[src/rtl/lfs_pkg.sv]
// ----------------------------------------------------------------------------
// lfs_pkg
// Shared types and constants for the LED fade on/off sequencer.
// ----------------------------------------------------------------------------
package lfs_pkg;

   localparam int FRACTION_BITS = 14;
   localparam int TIME_BITS     = 32;
   localparam int COLOR_BITS    = 8;
   localparam int NUM_LANES     = 3;
   localparam int CNT_BITS      = $clog2(FRACTION_BITS + 1);
   localparam int PROD_BITS     = FRACTION_BITS + COLOR_BITS;

   // item kinds carried in req_tuser
   typedef enum logic [1:0] {
      FUNC_TICK    = 2'd0,
      FUNC_IGNITE  = 2'd1,
      FUNC_RETRACT = 2'd2
   } func_type;

   // blade phase, reported on the result channel
   typedef enum logic [1:0] {
      PH_OFF     = 2'd0,
      PH_IGNITE  = 2'd1,
      PH_ON      = 2'd2,
      PH_RETRACT = 2'd3
   } phase_type;

   typedef enum logic [2:0] {
      ST_IDLE = 3'b001,
      ST_DIV  = 3'b010,
      ST_OUT  = 3'b100
   } state_type;

   // lane control: one product per fade tick
   typedef struct packed {
      logic                     load;
      logic                     retract;
      logic [FRACTION_BITS-1:0] fraction;
   } lane_ctl_type;

endpackage

[src/rtl/lfs_divider.sv]
// ----------------------------------------------------------------------------
// lfs_divider
// Restoring divider: fraction = (elapsed << FRACTION_BITS) / length,
// one quotient bit per cycle. Requires elapsed < length.
// ----------------------------------------------------------------------------
module lfs_divider (
   input  logic                              clock,
   input  logic                              reset,
   input  logic                              start,
   input  logic [lfs_pkg::TIME_BITS-1:0]     dividend,
   input  logic [lfs_pkg::TIME_BITS-1:0]     divisor,
   output logic                              done,
   output logic [lfs_pkg::FRACTION_BITS-1:0] quotient
);

   logic [lfs_pkg::TIME_BITS-1:0]     rem_ff, rem_in;
   logic [lfs_pkg::TIME_BITS-1:0]     div_ff, div_in;
   logic [lfs_pkg::FRACTION_BITS-1:0] quo_ff, quo_in;
   logic [lfs_pkg::CNT_BITS-1:0]      cnt_ff, cnt_in;
   logic                              busy_ff, busy_in;
   logic                              done_ff, done_in;
   logic [lfs_pkg::TIME_BITS:0]       shifted;
   logic [lfs_pkg::TIME_BITS:0]       diff;
   logic                              fits;

   assign shifted = {rem_ff, 1'b0};
   assign diff    = shifted - {1'b0, div_ff};
   assign fits    = (shifted >= {1'b0, div_ff});

   always_comb begin
      rem_in  = rem_ff;
      div_in  = div_ff;
      quo_in  = quo_ff;
      cnt_in  = cnt_ff;
      busy_in = busy_ff;
      done_in = 1'b0;
      if (start) begin
         rem_in  = dividend;
         div_in  = divisor;
         cnt_in  = lfs_pkg::CNT_BITS'(lfs_pkg::FRACTION_BITS);
         busy_in = 1'b1;
      end else if (busy_ff) begin
         rem_in = fits ? diff[lfs_pkg::TIME_BITS-1:0] : shifted[lfs_pkg::TIME_BITS-1:0];
         quo_in = {quo_ff[lfs_pkg::FRACTION_BITS-2:0], fits};
         cnt_in = cnt_ff - 1'b1;
         if (cnt_ff == lfs_pkg::CNT_BITS'(1)) begin
            busy_in = 1'b0;
            done_in = 1'b1;
         end
      end
   end

   always_ff @(posedge clock) begin
      if (reset) begin
         busy_ff <= 1'b0;
         done_ff <= 1'b0;
         cnt_ff  <= '0;
      end else begin
         busy_ff <= busy_in;
         done_ff <= done_in;
         cnt_ff  <= cnt_in;
      end
      rem_ff <= rem_in;
      div_ff <= div_in;
      quo_ff <= quo_in;
   end

   assign done     = done_ff;
   assign quotient = quo_ff;

endmodule

[src/rtl/lfs_lane.sv]
// ----------------------------------------------------------------------------
// lfs_lane
// One color channel of the fade: registered fraction*color product, then
// floor scaling for ignite or ceiling-subtract for retract.
// ----------------------------------------------------------------------------
module lfs_lane (
   input  logic                           clock,
   input  lfs_pkg::lane_ctl_type          ctl,
   input  logic [lfs_pkg::COLOR_BITS-1:0] color,
   output logic [lfs_pkg::COLOR_BITS-1:0] level
);

   logic [lfs_pkg::PROD_BITS-1:0] prod_ff;
   logic [lfs_pkg::PROD_BITS-1:0] prod_in;
   logic [lfs_pkg::PROD_BITS:0]   rounded;
   logic [lfs_pkg::COLOR_BITS-1:0] down;

   assign prod_in = lfs_pkg::PROD_BITS'(ctl.fraction) * lfs_pkg::PROD_BITS'(color);

   always_ff @(posedge clock) begin
      if (ctl.load) begin
         prod_ff <= prod_in;
      end
   end

   // ceiling of product / 2^FRACTION_BITS, never above color
   assign rounded = {1'b0, prod_ff}
                  + (lfs_pkg::PROD_BITS+1)'((1 << lfs_pkg::FRACTION_BITS) - 1);
   assign down    = rounded[lfs_pkg::PROD_BITS-1:lfs_pkg::FRACTION_BITS];

   assign level = ctl.retract ? (color - down)
                              : prod_ff[lfs_pkg::PROD_BITS-1:lfs_pkg::FRACTION_BITS];

endmodule

[src/rtl/led_fade_on_off_sequencer_unit.sv]
// ----------------------------------------------------------------------------
// led_fade_on_off_sequencer_unit
// Four-phase LED driver (off, igniting, on, retracting) with linear fades.
// ----------------------------------------------------------------------------
// channel | dir | tdata (low bit up)                          | tuser
// req     | in  | duration 32, now_time 32, red, green, blue  | func 2
// rsp     | out | out_red, out_green, out_blue, phase 2, pad  | -
//
// Ignite, retract and unused items: taken without leaving idle, no result.
// Tick outside a fade: ST_OUT, then the output register once it is free, then idle.
// Tick in a fade: ST_DIV while the bit-serial divider runs, the lanes register
// the product, then ST_OUT and the output register, then idle for the next item.
// One item at a time; a finished result waits in the output register while
// the next item is taken. Reset is synchronous and clears phase and times.
// ----------------------------------------------------------------------------
module led_fade_on_off_sequencer_unit (
   input  logic        clock,
   input  logic        reset,
   input  logic        req_tvalid,
   output logic        req_tready,
   input  logic [87:0] req_tdata,   // duration, now_time, full_red, full_green, full_blue
   input  logic [1:0]  req_tuser,   // func
   output logic        rsp_tvalid,
   input  logic        rsp_tready,
   output logic [31:0] rsp_tdata    // out_red, out_green, out_blue, phase, zero pad
);

   localparam int TB = lfs_pkg::TIME_BITS;
   localparam int CB = lfs_pkg::COLOR_BITS;

   // input fields
   logic [TB-1:0] in_duration;
   logic [TB-1:0] in_now;
   logic [CB-1:0] in_color [lfs_pkg::NUM_LANES];

   assign in_duration = req_tdata[TB-1:0];
   assign in_now      = req_tdata[32 +: TB];
   assign in_color[0] = req_tdata[71:64];
   assign in_color[1] = req_tdata[79:72];
   assign in_color[2] = req_tdata[87:80];

   // sequencer state
   lfs_pkg::state_type state_ff, state_in;
   lfs_pkg::phase_type phase_ff, phase_in;
   logic [TB-1:0]      fade_len_ff, fade_len_in;
   logic [TB-1:0]      fade_start_ff, fade_start_in;
   logic [TB-1:0]      last_tick_ff, last_tick_in;
   logic [CB-1:0]      color_ff [lfs_pkg::NUM_LANES];

   // output register
   logic               rsp_valid_ff, rsp_valid_in;
   logic [31:0]        rsp_data_ff, rsp_data_in;

   logic               accept;
   logic               is_tick;
   logic [TB-1:0]      elapsed;
   logic               fade_done;
   logic               fading;
   logic               div_start;
   logic               div_done;
   logic [lfs_pkg::FRACTION_BITS-1:0] div_quo;
   lfs_pkg::lane_ctl_type lane_ctl;
   logic [CB-1:0]      lane_level [lfs_pkg::NUM_LANES];
   logic [CB-1:0]      merged [lfs_pkg::NUM_LANES];
   logic               out_free;

   assign req_tready = (state_ff == lfs_pkg::ST_IDLE);
   assign accept     = req_tvalid && req_tready;
   assign is_tick    = (req_tuser == lfs_pkg::FUNC_TICK);
   assign out_free   = !rsp_valid_ff || rsp_tready;

   // elapsed time is zero while no fade runs; wraps modulo 2^TIME_BITS
   assign elapsed   = (fade_len_ff != '0) ? (in_now - fade_start_ff) : '0;
   assign fade_done = ((phase_ff == lfs_pkg::PH_IGNITE) || (phase_ff == lfs_pkg::PH_RETRACT))
                    && (elapsed >= fade_len_ff);
   assign fading    = ((phase_ff == lfs_pkg::PH_IGNITE) || (phase_ff == lfs_pkg::PH_RETRACT))
                    && !fade_done;
   assign div_start = accept && is_tick && fading;

   always_comb begin
      state_in      = state_ff;
      phase_in      = phase_ff;
      fade_len_in   = fade_len_ff;
      fade_start_in = fade_start_ff;
      last_tick_in  = last_tick_ff;
      unique case (state_ff)
         lfs_pkg::ST_IDLE: begin
            if (accept) begin
               case (req_tuser)
                  lfs_pkg::FUNC_TICK: begin
                     last_tick_in = in_now;
                     if (fade_done) begin
                        phase_in      = (phase_ff == lfs_pkg::PH_IGNITE) ? lfs_pkg::PH_ON
                                                                         : lfs_pkg::PH_OFF;
                        fade_len_in   = '0;
                        fade_start_in = '0;
                     end
                     state_in = fading ? lfs_pkg::ST_DIV : lfs_pkg::ST_OUT;
                  end
                  lfs_pkg::FUNC_IGNITE: begin
                     if (phase_ff == lfs_pkg::PH_OFF) begin
                        phase_in      = lfs_pkg::PH_IGNITE;
                        fade_len_in   = in_duration;
                        fade_start_in = last_tick_ff;
                     end
                  end
                  lfs_pkg::FUNC_RETRACT: begin
                     if (phase_ff == lfs_pkg::PH_ON) begin
                        phase_in      = lfs_pkg::PH_RETRACT;
                        fade_len_in   = in_duration;
                        fade_start_in = last_tick_ff;
                     end
                  end
                  default: ; // unused code: dropped
               endcase
            end
         end
         lfs_pkg::ST_DIV: begin
            // lanes capture fraction*color in the cycle the divider finishes
            if (div_done) begin
               state_in = lfs_pkg::ST_OUT;
            end
         end
         lfs_pkg::ST_OUT: begin
            if (out_free) begin
               state_in = lfs_pkg::ST_IDLE;
            end
         end
         default: state_in = lfs_pkg::ST_IDLE;
      endcase
   end

   always_ff @(posedge clock) begin
      if (reset) begin
         state_ff      <= lfs_pkg::ST_IDLE;
         phase_ff      <= lfs_pkg::PH_OFF;
         fade_len_ff   <= '0;
         fade_start_ff <= '0;
         last_tick_ff  <= '0;
      end else begin
         state_ff      <= state_in;
         phase_ff      <= phase_in;
         fade_len_ff   <= fade_len_in;
         fade_start_ff <= fade_start_in;
         last_tick_ff  <= last_tick_in;
      end
   end

   always_ff @(posedge clock) begin
      if (accept && is_tick) begin
         color_ff <= in_color;
      end
   end

   lfs_divider u_div (
      .clock    (clock),
      .reset    (reset),
      .start    (div_start),
      .dividend (elapsed),
      .divisor  (fade_len_ff),
      .done     (div_done),
      .quotient (div_quo)
   );

   // one lane per color channel
   assign lane_ctl.load     = (state_ff == lfs_pkg::ST_DIV) && div_done;
   assign lane_ctl.retract  = (phase_ff == lfs_pkg::PH_RETRACT);
   assign lane_ctl.fraction = div_quo;

   for (genvar g = 0; g < lfs_pkg::NUM_LANES; g++) begin : g_lane
      lfs_lane u_lane (
         .clock (clock),
         .ctl   (lane_ctl),
         .color (color_ff[g]),
         .level (lane_level[g])
      );
   end

   // merge: black when off, full color when on, lane results in a fade
   always_comb begin
      for (int i = 0; i < lfs_pkg::NUM_LANES; i++) begin
         case (phase_ff)
            lfs_pkg::PH_OFF: merged[i] = '0;
            lfs_pkg::PH_ON:  merged[i] = color_ff[i];
            default:         merged[i] = lane_level[i];
         endcase
      end
   end

   always_comb begin
      rsp_valid_in = rsp_valid_ff && !rsp_tready;
      rsp_data_in  = rsp_data_ff;
      if ((state_ff == lfs_pkg::ST_OUT) && out_free) begin
         rsp_valid_in = 1'b1;
         rsp_data_in  = {6'd0, phase_ff, merged[2], merged[1], merged[0]};
      end
   end

   always_ff @(posedge clock) begin
      if (reset) begin
         rsp_valid_ff <= 1'b0;
      end else begin
         rsp_valid_ff <= rsp_valid_in;
      end
      rsp_data_ff <= rsp_data_in;
   end

   assign rsp_tvalid = rsp_valid_ff;
   assign rsp_tdata  = rsp_data_ff;

endmodule

[config.mk]
export PLATFORM = sky130hd
export DESIGN_NAME = led_fade_on_off_sequencer_unit
export DESIGN_NICKNAME = d
export VERILOG_FILES = /design/src/rtl/lfs_pkg.sv /design/src/rtl/lfs_divider.sv /design/src/rtl/lfs_lane.sv /design/src/rtl/led_fade_on_off_sequencer_unit.sv
export SDC_FILE = /design/constraint.sdc
export NUM_CORES = 1
export LEC_CHECK = 0
export BUFFER_PORTS_ARGS = -buffer_cell sky130_fd_sc_hd__buf_2
export CAP_MARGIN = 5
export CORE_MARGIN = 4
export CORE_UTILIZATION = 43
export CTS_CLUSTER_SIZE = 30
export DETAILED_ROUTE_END_ITERATION = 6
export SYNTH_ARGS = -nofsm -noshare
export SYNTH_HDL_FRONTEND = slang
export SYNTH_SLANG_ARGS = --single-unit
[constraint.sdc]
create_clock -name clock -period 7.12 [get_ports clock]
set_input_delay 0.356 -clock clock [delete_from_list [all_inputs] [get_ports clock]]
set_output_delay 0.356 -clock clock [all_outputs]
set_load 0.005 [all_outputs]
==> flow_summary.ini <==
[detailed_routing]
antenna_violating_nets_post_route = 0
dr.pass1.iters = 7
wl_mm = 69.20
detailroute.via_count = 20912
viasPerCell = 5.357
dr.first_iter.drc_count = 1280
drc_errors = 0
detail_route.wl_per_cell_um = 17.73

[yosys]
synthDistinctLibCells = 70
syn-cell-area_um2 = 26860
yosys.area.top_type_share_pct = 21.69
synth-seq-cells = 302
synth-main-ff-cell = edfxtp_1
synthesis.area_per_instance_um2 = 9.121
synth_sequential_area_ratio_pct = 29.74
synth_largest_area_cell = edfxtp_1
async_reset_ff_share_pct = 0
yosys_warns = 0
synthesis.instances = 2945
synth-edff-count = 194
synth_top_cells_by_area = edfxtp_1 22%, fa_1 16%, ha_1 12%

[global_routing]
grt_first_pass_wirelength_mm = 112.5
first_global_vias = 21465
antenna_found_initial = 8
grtUsageTotal_pct = 20.70
maximum_number_of_pins_on_one_net_before_global_route_repair = 109
sum_of_overflow_across_all_layers_after_global_routing = 0

[critical_path]
worst_path_dominant_cell_family = compound AO/OA/AOI/OAI gates
critical_path.n_buffers_inverters = 4
worst-path-max-fanout = 25
worstPathRequired_ns = 7.44
critical_path.startpoint_type = primary input
crit_path_end_kind = flip-flop
worst-endpoint-arrival_ns = 6.12
setup.reg_to_reg.worst_slack_ns = 1.39
critical_path.max_stage_delay_ns = 0.71
critical_path.slowest_cell = clkinv_1
crit_chain = dlygate4sd3_1, buf_2, ha_1, o21a_1, o31a_1, o211ai_1, a21oi_1, o311ai_0, nand2_1, a221oi_1, xnor2_1, and2_1, ha_1, nand4_1, nor3_1, a221oi_1, o21ai_0, a31o_2, a21oi_1, nand3_2, clkinv_1, buf_12, a211oi_1, a21oi_1
critical_path_s_most_frequent_cell = a21oi_1
crit_type = in2reg

[cts]
numCtsBuffers = 39
tritoncts = done
clock-sinks = 302
clock_tree_buffer_depth = 3
htreeDepth = 2
path_clk_slew_ns = 0.06
cts.root.buffer_cell = clkbuf_16
worst_skew_pair.late_latency_ns = 0.57

[timing]
fin_tns_setup_ns = 0
maxSlewViolCount = 0
setup_viol_count_final = 0
finalCritPeriodShare_pct = 81.51
fin_crit_ns = 5.804
clock.fmax_ghz = 0.1723
worst_slew_pin_slew_ns = 1.189
timing.clock.skew_ns = 0.02474
hold_viol = 0
rsz0062_at_grt = false
maxSlewHeadroom_pct = 20.74

[power]
power_switching_share_pct = 31.04
share_seq_of_total_power_pct = 37.9
p_clk_share_pct = 36.3
p_int_mw = 3.597
ir_worst_vdd_v = 0.0001728
switchingPower_mw = 1.619
pwr-share-comb_pct = 25.9
cellPowerDensity_nw_per_um2 = 175.5
total_leakage_power_nw = 12.77

[placed_design]
place.detailed.hpwl_mm = 51.31
io_buffer_count = 121
dpl.cell_count = 3803
globalplace.congestion = 0.8738

[layout]
area.growth.synth_to_final_pct = 10.65
finish.net_count = 3595
most-common-layout-cells = 425 x nand2_1, 369 x inv_1, 247 x ha_1
mostFrequentLayoutCell = nand2_1
non_filler_cells_final = 3904
post_route_cells_drive_above_1_share_pct = 8.328

[run_status]
result_of_the_run = finished clean

[floorplan]
pin_count = 128
floorplan.initialDensity_pct = 43.45
die_height_um = 257.9
die_width_um = 257.9
floorplan.rows = 91
floorplan.die_area_um2 = 66530
core_area_um2 = 61830

[job]
max-cap-violations = 0

[worst_hold_path]
hold_wc_path_type = in2reg
## through the flow
step | hold WS, ns | area (µm²) | util, % | setup WS [ns] | power [mW]
2_1_floorplan | 0.4319 | 26880 | - | 1.594 | 2.993
3_3_place_gp | 0.4381 | 28240 | 45.68 | 1.310 | 3.312
3_5_place_dp | 0.4455 | 28240 | 45.68 | 1.205 | 3.343
4_1_cts | 0.008064 | 29710 | 48.05 | 1.294 | 5.280
5_1_grt | 0.006599 | 29720 | 48.07 | 0.9508 | 5.537
6_report | 0.04493 | 29720 | 48.07 | 1.316 | 5.215
## kinds of logic after synthesis
logic type	synth area share, %
adder cells (fa/ha/maj)	28.02
flip-flops	29.74
XOR/XNOR	4.336
other	0.01396
multiplexers	1.514
buffers and inverters	7.108
AND/OR/NAND/NOR	16.89
AO/OA/AOI/OAI	12.38
## Yosys cell counts, drive strengths merged (8+ instances only)
master and count:
a211oi 12, o21ai 84, a21o 63, nor2 120
nor4 20, nand2 425, clkbuf 103, mux2i 8
and2 175, a21oi 243, xnor2 77, nor2b 17
or3 11, nand4 14, nand2b 21, nor3 32
o21bai 9, ha 248, o21a 22, inv 371
dfxtp 108, edfxtp 194, xor2 56, a22o 21
o211ai 13, nand3 99, fa 221, buf 25
mux2 29, a31oi 12
## cell type report
class	instances	area [µm²]
clock inverters	14	105.1
well taps	837	1047
repair buffers	169	1056
inverters	372	1396
clock buffers	57	1115
fillers	5812	32100
flip-flops and latches	302	7989
multi-input cells	2148	17000
diodes	5	12.51
## power groups by stage
| stage | Sequential, mW | Clock [mW] | Combinational [mW] |
|---|---|---|---|
| 2_1_floorplan | 1.98 | 0 | 1.01 |
| 3_3_place_gp | 2.01 | 0 | 1.30 |
| 3_5_place_dp | 2.01 | 0 | 1.33 |
| 4_1_cts | 1.97 | 1.95 | 1.36 |
| 5_1_grt | 1.98 | 2.02 | 1.54 |
| 6_report | 1.97 | 1.89 | 1.35 |
## layer usage
metal	part of all wire [%]	track usage [%]	vias to the layer above
met5	0	0	-
met4	2.6	5.833	0
met3	4.6	2.648	117
met2	46	33.88	477
met1	46	29.02	10319
li1	-	-	9999
## sequential cells by signal, summed over array words and instances, names as in the netlist
| name | count |
|---|---|
| last_tick_ff | 32 |
| u_div.quotient | 14 |
| color_ff | 24 |
| u_div.done | 1 |
| fade_len_ff | 32 |
| u_div.busy_ff | 1 |
| phase_ff | 2 |
| state_ff | 3 |
| u_div.rem_ff | 32 |
| g_lane.u_lane.prod_ff | 66 |
| rsp_tdata | 26 |
| u_div.div_ff | 32 |
| u_div.cnt_ff | 4 |
| fade_start_ff | 32 |
| rsp_tvalid | 1 |
## worst register-to-register path: stages (launching register included)
cell	delay [ns]
dfxtp_1	0.32
inv_1	0.07
ha_1	0.26
nor2b_1	0.14
o31a_1	0.29
o211ai_1	0.24
a21oi_1	0.12
o311ai_0	0.47
nand2_1	0.13
a221oi_1	0.33
xnor2_1	0.18
and2_1	0.20
ha_1	0.29
nand4_1	0.12
nor3_1	0.26
a221oi_1	0.12
o21ai_0	0.10
a31o_2	0.14
a21oi_1	0.13
nand3_2	0.12
clkinv_1	0.71
buf_12	0.48
a211oi_1	0.19
a21oi_1	0.06
## repair_timing
action / 4_1_cts / 5_1_grt
endpoints found under the hold margin: 25 / 0
gates resized for setup: 0 / 0
hold buffers: 25 / 0
setup buffers: 0 / 0
## final timing paths
path / to / cells after the start / from
worst max-delay path: u_div.rem_ff[11] / 24 / req_tdata[34]
worst min-delay path: last_tick_ff[3] / 3 / req_tdata[35]
worst max register to register: u_div.rem_ff[11] / 23 / fade_start_ff[1]
worst min register to register: fade_start_ff[27] / 2 / fade_start_ff[27]
No activity file was read; power rests on OpenSTA's default activity.
